`src/design/chte_pkg.sv`:
```
// shared types, codes and defaults of the chained hash table engine
package chte_pkg;

  localparam int MAX_BUCKETS_DEF = 256;
  localparam int POOL_SLOTS_DEF = 1024;
  localparam int KEY_W = 64;
  localparam int SLOT_W = 10;
  localparam int CFG_W = 9;

  typedef enum logic [1:0] {
    REQ_LOOKUP  = 2'd0,
    REQ_REMOVE  = 2'd1,
    REQ_CREATE  = 2'd2,
    REQ_RELEASE = 2'd3
  } req_e;

  typedef enum logic [2:0] {
    ST_FOUND     = 3'd0,
    ST_CREATED   = 3'd1,
    ST_NOT_FOUND = 3'd2,
    ST_EXHAUSTED = 3'd3,
    ST_RELEASED  = 3'd4
  } status_e;

  typedef struct packed {
    logic [1:0]        req_type;
    logic [KEY_W-1:0]  key;
    logic [SLOT_W-1:0] release_slot;
  } req_t;

  typedef struct packed {
    logic [2:0]        status;
    logic [SLOT_W-1:0] slot;
  } rsp_t;

  typedef struct packed {
    logic              rd;
    logic              pop;
    logic              push;
    logic [SLOT_W-1:0] push_slot;
  } free_ctl_t;

endpackage

```
`src/design/chte_mod.sv`:
```
// iterative remainder unit, eight dividend bits per cycle
module chte_mod (
  input  logic                          clk_i,
  input  logic                          rst_ni,
  input  logic                          start_i,
  input  logic [chte_pkg::KEY_W-1:0]    dividend_i,
  input  logic [chte_pkg::CFG_W-1:0]    divisor_i,
  output logic                          done_o,
  output logic [chte_pkg::CFG_W-1:0]    rem_o
);

  localparam int STEP = 8;
  localparam int ITER = chte_pkg::KEY_W / STEP;
  localparam int CNT_W = $clog2(ITER);

  logic                       busy_q;
  logic                       done_q;
  logic [CNT_W-1:0]           cnt_q;
  logic [chte_pkg::KEY_W-1:0] dvd_q;
  logic [chte_pkg::CFG_W-1:0] dvs_q;
  logic [chte_pkg::CFG_W-1:0] rem_q, rem_d;

  always_comb begin
    logic [chte_pkg::CFG_W:0] r;
    r = {1'b0, rem_q};
    for (int i = 0; i < STEP; i++) begin
      r = {r[chte_pkg::CFG_W-1:0], dvd_q[chte_pkg::KEY_W-1-i]};
      if (r >= {1'b0, dvs_q}) begin
        r = r - {1'b0, dvs_q};
      end
    end
    rem_d = r[chte_pkg::CFG_W-1:0];
  end

  always_ff @(posedge clk_i or negedge rst_ni) begin
    if (!rst_ni) begin
      busy_q <= 1'b0;
      done_q <= 1'b0;
      cnt_q  <= '0;
    end else begin
      done_q <= 1'b0;
      if (start_i) begin
        busy_q <= 1'b1;
        cnt_q  <= '0;
      end else if (busy_q) begin
        cnt_q <= cnt_q + 1'b1;
        if (cnt_q == CNT_W'(ITER - 1)) begin
          busy_q <= 1'b0;
          done_q <= 1'b1;
        end
      end
    end
  end

  always_ff @(posedge clk_i) begin
    if (start_i) begin
      dvd_q <= dividend_i;
      dvs_q <= divisor_i;
      rem_q <= '0;
    end else if (busy_q) begin
      dvd_q <= dvd_q << STEP;
      rem_q <= rem_d;
    end
  end

  assign done_o = done_q;
  assign rem_o  = rem_q;

endmodule

```
`config.mk`:
```
export PLATFORM = sky130hd
export DESIGN_NAME = chte_mod
export DESIGN_NICKNAME = d
export VERILOG_FILES = /design/src/design/chte_pkg.sv /design/src/design/chte_mod.sv
export SDC_FILE = /design/constraint.sdc
export NUM_CORES = 1
export LEC_CHECK = 0
export BUFFER_PORTS_ARGS = -buffer_cell sky130_fd_sc_hd__buf_2
export CAP_MARGIN = 20
export CELL_PAD_IN_SITES_DETAIL_PLACEMENT = 0
export CELL_PAD_IN_SITES_GLOBAL_PLACEMENT = 1
export CORE_UTILIZATION = 30
export CTS_CLUSTER_DIAMETER = 60
export CTS_CLUSTER_SIZE = 8
export DETAILED_ROUTE_END_ITERATION = 6
export GPL_TIMING_DRIVEN = 0
export PLACE_DENSITY = 0.61
export SLEW_MARGIN = 20
export SYNTH_ARGS = -nofsm -noshare
export SYNTH_HDL_FRONTEND = slang
export SYNTH_SLANG_ARGS = --single-unit
```
`constraint.sdc`:
```
create_clock -name clk_i -period 23.6 [get_ports clk_i]
set_input_delay 2.36 -clock clk_i [delete_from_list [all_inputs] [get_ports clk_i]]
set_output_delay 2.36 -clock clk_i [all_outputs]
set_load 0.005 [all_outputs]
```
# == Yosys cells after proc, flatten, opt, wreduce, memory -nomap -nowiden ==
# Cells that the tools add are included.
# classes
n_addsub,9
order_cmp,8
n_eq_ne,1
n_mux,18
reduce_logical,1
# ops
op,count
two-way mux 64 bit,2
greater-or-equal comparator 10 x 9 -> 1 bit,8
two-way mux 9 bit,8
subtractor 9 bit,8
two-way mux 1 bit,6
two-way mux 3 bit,2
"adder 3 x 1 -> 3 bit, second input constant",1
"equality test 3 bit, second input constant",1
nonzero test 2 bit,1
# word_totals
register_bits,87
inputBits,76
output_inout_bits,10
wordCells,43

# == Depth between registers and ports, before layout ==
# logic_depth
ltp_word,16
ltp_mapped,81
depth_no_buf,76

# == Worst setup path before layout ==
# Ideal clock, no wire load.
# synth_path
kind,flip-flop to flip-flop
from,reg dvs_q[1] in the netlist's numbering
to,reg rem_q (netlist bit rem_o[0])
setup_time_ns,0.137
arrival_time_ns,15.411
t_required_ns,23.463
path_slack_ns,8.052
path_stages_with_launch,74
n_path_buf,6
period_less_slack_ns,15.548
cell_sequence,edfxtp_1 inv_1 fa_1 a211o_1 a211o_1 a31oi_1 buf_2 mux2_2 ha_1 nand2b_1 a21oi_1 o211a_1 nor3b_2 and2_4 buf_6 mux2_4 ha_1 a21oi_1 [38 not listed] nand2_1 o21ai_0 nand2b_1 nor2_1 o211ai_2 a2bb2oi_4 a211oi_1 ha_1 a21o_1 a21oi_1 o22ai_1 nor2_1 o21ai_0 nor4_1 mux2i_1 buf_6 nor3b_1 nor4_2
# synth_between
elab_chain_cells,16
word_cells_on_any_way,23
classes_between,7 x add/sub; 8 x order compare; 8 x mux
# synth_lines
element,line,source
from (decl),chte_mod.sv:20,logic [chte_pkg::CFG_W-1:0] dvs_q;
from (signal assigned),chte_mod.sv:58,dvs_q <= divisor_i;
subtractor 9 bit or greater-or-equal comparator 10 x 9 -> 1 bit (tied branches),"chte_mod.sv:29, chte_mod.sv:28",
two-way mux 9 bit,chte_mod.sv:28,"if (r >= {1'b0, dvs_q}) begin"
subtractor 9 bit or greater-or-equal comparator 10 x 9 -> 1 bit (tied branches),"chte_mod.sv:29, chte_mod.sv:28",
two-way mux 9 bit,chte_mod.sv:28,
subtractor 9 bit or greater-or-equal comparator 10 x 9 -> 1 bit (tied branches),"chte_mod.sv:29, chte_mod.sv:28",
two-way mux 9 bit,chte_mod.sv:28,
subtractor 9 bit or greater-or-equal comparator 10 x 9 -> 1 bit (tied branches),"chte_mod.sv:29, chte_mod.sv:28",
two-way mux 9 bit,chte_mod.sv:28,
subtractor 9 bit or greater-or-equal comparator 10 x 9 -> 1 bit (tied branches),"chte_mod.sv:29, chte_mod.sv:28",
two-way mux 9 bit,chte_mod.sv:28,
subtractor 9 bit or greater-or-equal comparator 10 x 9 -> 1 bit (tied branches),"chte_mod.sv:29, chte_mod.sv:28",
two-way mux 9 bit,chte_mod.sv:28,
subtractor 9 bit or greater-or-equal comparator 10 x 9 -> 1 bit (tied branches),"chte_mod.sv:29, chte_mod.sv:28",
two-way mux 9 bit,chte_mod.sv:28,
greater-or-equal comparator 10 x 9 -> 1 bit *,chte_mod.sv:28,
two-way mux 9 bit *,chte_mod.sv:28,
to (signal assigned),chte_mod.sv:62,rem_q <= rem_d;
to (decl),chte_mod.sv:21,"logic [chte_pkg::CFG_W-1:0] rem_q, rem_d;"
# Every way passes the cells marked *; elsewhere a longest branch is shown, timed or not.
# A chain may end at the register's enable or synchronous reset.

# == Final worst setup path ==
# layout_path
from,reg dvs_q[1] in the netlist's numbering
to,reg rem_q (netlist bit rem_o[5])
# layout_between
elab_chain_cells,16
word_cells_on_any_way,24
classes_between,8 x add/sub; 8 x order compare; 8 x mux
# layout_lines
element,line
subtractor 9 bit or greater-or-equal comparator 10 x 9 -> 1 bit (tied branches),"chte_mod.sv:29, chte_mod.sv:28"
two-way mux 9 bit,chte_mod.sv:28
subtractor 9 bit or greater-or-equal comparator 10 x 9 -> 1 bit (tied branches),"chte_mod.sv:29, chte_mod.sv:28"
two-way mux 9 bit,chte_mod.sv:28
subtractor 9 bit or greater-or-equal comparator 10 x 9 -> 1 bit (tied branches),"chte_mod.sv:29, chte_mod.sv:28"
two-way mux 9 bit,chte_mod.sv:28
subtractor 9 bit or greater-or-equal comparator 10 x 9 -> 1 bit (tied branches),"chte_mod.sv:29, chte_mod.sv:28"
two-way mux 9 bit,chte_mod.sv:28
subtractor 9 bit or greater-or-equal comparator 10 x 9 -> 1 bit (tied branches),"chte_mod.sv:29, chte_mod.sv:28"
two-way mux 9 bit,chte_mod.sv:28
subtractor 9 bit or greater-or-equal comparator 10 x 9 -> 1 bit (tied branches),"chte_mod.sv:29, chte_mod.sv:28"
two-way mux 9 bit,chte_mod.sv:28
greater-or-equal comparator 10 x 9 -> 1 bit or subtractor 9 bit (tied branches),"chte_mod.sv:28, chte_mod.sv:29"
two-way mux 9 bit,chte_mod.sv:28
subtractor 9 bit or greater-or-equal comparator 10 x 9 -> 1 bit (tied branches),"chte_mod.sv:29, chte_mod.sv:28"
two-way mux 9 bit *,chte_mod.sv:28
# Marked as above.

==> summary.txt <==
Status: completed
Worst hold stages: 2
F_max: 54.0 MHz
Met2 GRT Util: 26.2%
Post-route DRC violation count: 0
Synth Area in Simple Gates: 12.1%
Syn Std Cell Area: 7470 um2
Post-CTS setup buffer count: 0
Antenna Nets Post-Route: 0
Synth Warn #: 0
# setup viols final: 0
Sequential fraction of the synthesis area: 33.4%
Largest net degree at the start of global routing: 44
Top cells by area, synth: edfxtp_1, mux2_2, ha_1, xnor2_1, mux2i_1
Die X: 160 um
Relative slew slack: 54.0%
Post-placement setup slack: 4.98 ns
Syn nets: 868
First-pass iteration count of the detailed router: 4
Dpl cell area: 8320 um2
Clock sinks: 87
Top Ports: 86
CP max stage delay: 0.57 ns
Worst clock skew: 0.0112 ns
Area taken by multi-input logic gates: 4700 um2
DIE AREA: 25,500 um2
Crit path time final: 18.52 ns
Initial antenna violation count: 1
Post-synthesis mux area share: 16.6%
Gate count after technology mapping: 710
Tightest Pin Transition: 0.691 ns
Number of diodes: 0
Maximum fanout along the worst path: 12
Post-CTS sizing: 0
Fraction of layout cells with a size suffix above 1: 27.0%
Via count of the first global-routing pass: 5,647
Period utilisation layout: 78.5%
Number of port buffers: 85
Global Route met1 Usage: 20.1%
Slowest CP cell: edfxtp_1
Drt via density: 4.83
Synth cell count leaders: mux2_2, ha_1, edfxtp_1, inv_1, nor2_1
Max Cap Viol: 0
Root buf cell: clkbuf_16
Async SR Flop Fraction: 5.75%
Fillers: 2,504
CP startpoint kind: flop
#FFs+latches synth: 87
Wire per inst: 16.6 um
Routability Congestion: 0.772
Critical path data required time: 23.82 ns
Post-route cell area: 8620 um2
Initial Util: 30.6%
Top-count cell post-synth: mux2_2
Synth Area in Compound Gates: 13.6%
Final WL: 18,900 um
Post-Synth Adder-Cell Area: 14.5%
# hold bufs at CTS: 0
EDFF count, synth: 73
Syn avg cell area: 10.5 um2
Die Ht: 160 um
DR vias: 5,490
RSZ-0062 raised after global routing: no
Tot GR Track Use: 15.5%
Count of different cell masters after synthesis: 67
Placed cells: 1,120
Area growth syn-to-layout: 15.4%
Met3 usage: 2.18%
First-pass GRT wire length: 30,600 um
Htree depth: 3
Clk buf depth: 2
CTS tree: done
Synth Flop Type: edfxtp_1
Clk Latency, worst-skew pair: 0.36 ns
Clock transition at the registers of the reported paths: 0.07 ns
XOR/XNOR share of the synthesized area: 5.98%
Top-area cell type share of the netlist area: 29.3%
Area leader, netlist: edfxtp_1
Setup crit end kind: flop
Row cnt: 57
Non-Filler Instances: 1,136
Hold Violations, Final: 0
DRT iter0 DRCs: 260
Sum of negative setup slack: 0 ns
Grt ovf: 0
Reg area: 2500 um2
Top Usage Layer GRT: met2
Setup WS post-layout: 5.08 ns
Most used cell, CP: a21oi_1
CTS Buf Count: 9
FF-to-FF path depth: 73
Core Region: 24,400 um2
Largest family of logic cells by synthesized area: multiplexers
Final Max Tran Viols: 0
Final HPWL DP: 14,800 um
HP Class: flop to flop
Worst endpoint data arrival time: 18.73 ns
Worst Setup Path Type: flop to flop
Final-stage net count: 965
layout make-up:
type	count	share of cell area, %
plain buffers	19	1.19
clock buffers	9	2.61
clock inverters	7	0.856
inverters	46	2.00
multi-input cells	558	54.5
flip-flops and latches	87	29.0
well taps	324	4.70
repair buffers	86	5.17
registers in the layout (all words and copies together) (netlist names):
| register | cells |
|---|---|
| done_o | 1 |
| dvd_q | 64 |
| cnt_q | 3 |
| dvs_q | 9 |
| rem_o | 9 |
| busy_q | 1 |
final timing paths:
kind / startpoint / end / slack (ns)
setup / recovery: dvs_q[1] / rem_o[5] / 5.08
hold / removal: cnt_q[2] / cnt_q[2] / 0.54
setup reg to reg: dvs_q[1] / rem_o[5] / 5.08
hold reg to reg: cnt_q[2] / cnt_q[2] / 0.54
max in group asynchronous: rst_ni / cnt_q[0] / 21.64
min in group asynchronous: rst_ni / done_o / 1.82
kinds of logic after synthesis:
kind of cell,after synthesis
AO/OA/AOI/OAI,146
XOR/XNOR,51
adder cells (fa/ha/maj),82
buffers and inverters,65
flip-flops,87
multiplexers,111
AND/OR/NAND/NOR,168
routing by layer:
metal	vias up	part of all wire [%]
li1	2827	-
met1	2559	47
met2	78	47
met3	24	2.8
met4	2	2.2
met5	-	0.069
worst max-delay path: cells and delay by family (launching register included):
family / cells / cell delay [ns]
adders and majority gates: 8 / 3.20
buffers and inverters: 6 / 1.36
muxes: 8 / 2.58
DFF: 1 / 0.57
and+or+nand+nor: 19 / 3.18
AOI/OAI and AO/OA: 32 / 7.48
cell usage in the layout (no fill, tap or decap), types with 24 or more instances in the layout:
| cell | n |
|---|---|
| a21oi_1 | 43 |
| nor2_1 | 45 |
| o21ai_0 | 24 |
| mux2_2 | 86 |
| edfxtp_1 | 73 |
| xnor2_1 | 31 |
| inv_1 | 46 |
| nand2_1 | 25 |
| ha_1 | 74 |
| buf_2 | 89 |
stage by stage:
step                utilization, %  hold WS, ns
global placement              34.0        0.508
CTS                           35.4        0.542
floorplan                        -        0.490
detailed placement            34.1        0.526
finish                        35.4        0.540
global route                  35.4        0.561
Power is left out: the tool's default activity adds up to more than one toggle a clock period on the data nets, which glitch-free logic cannot reach.
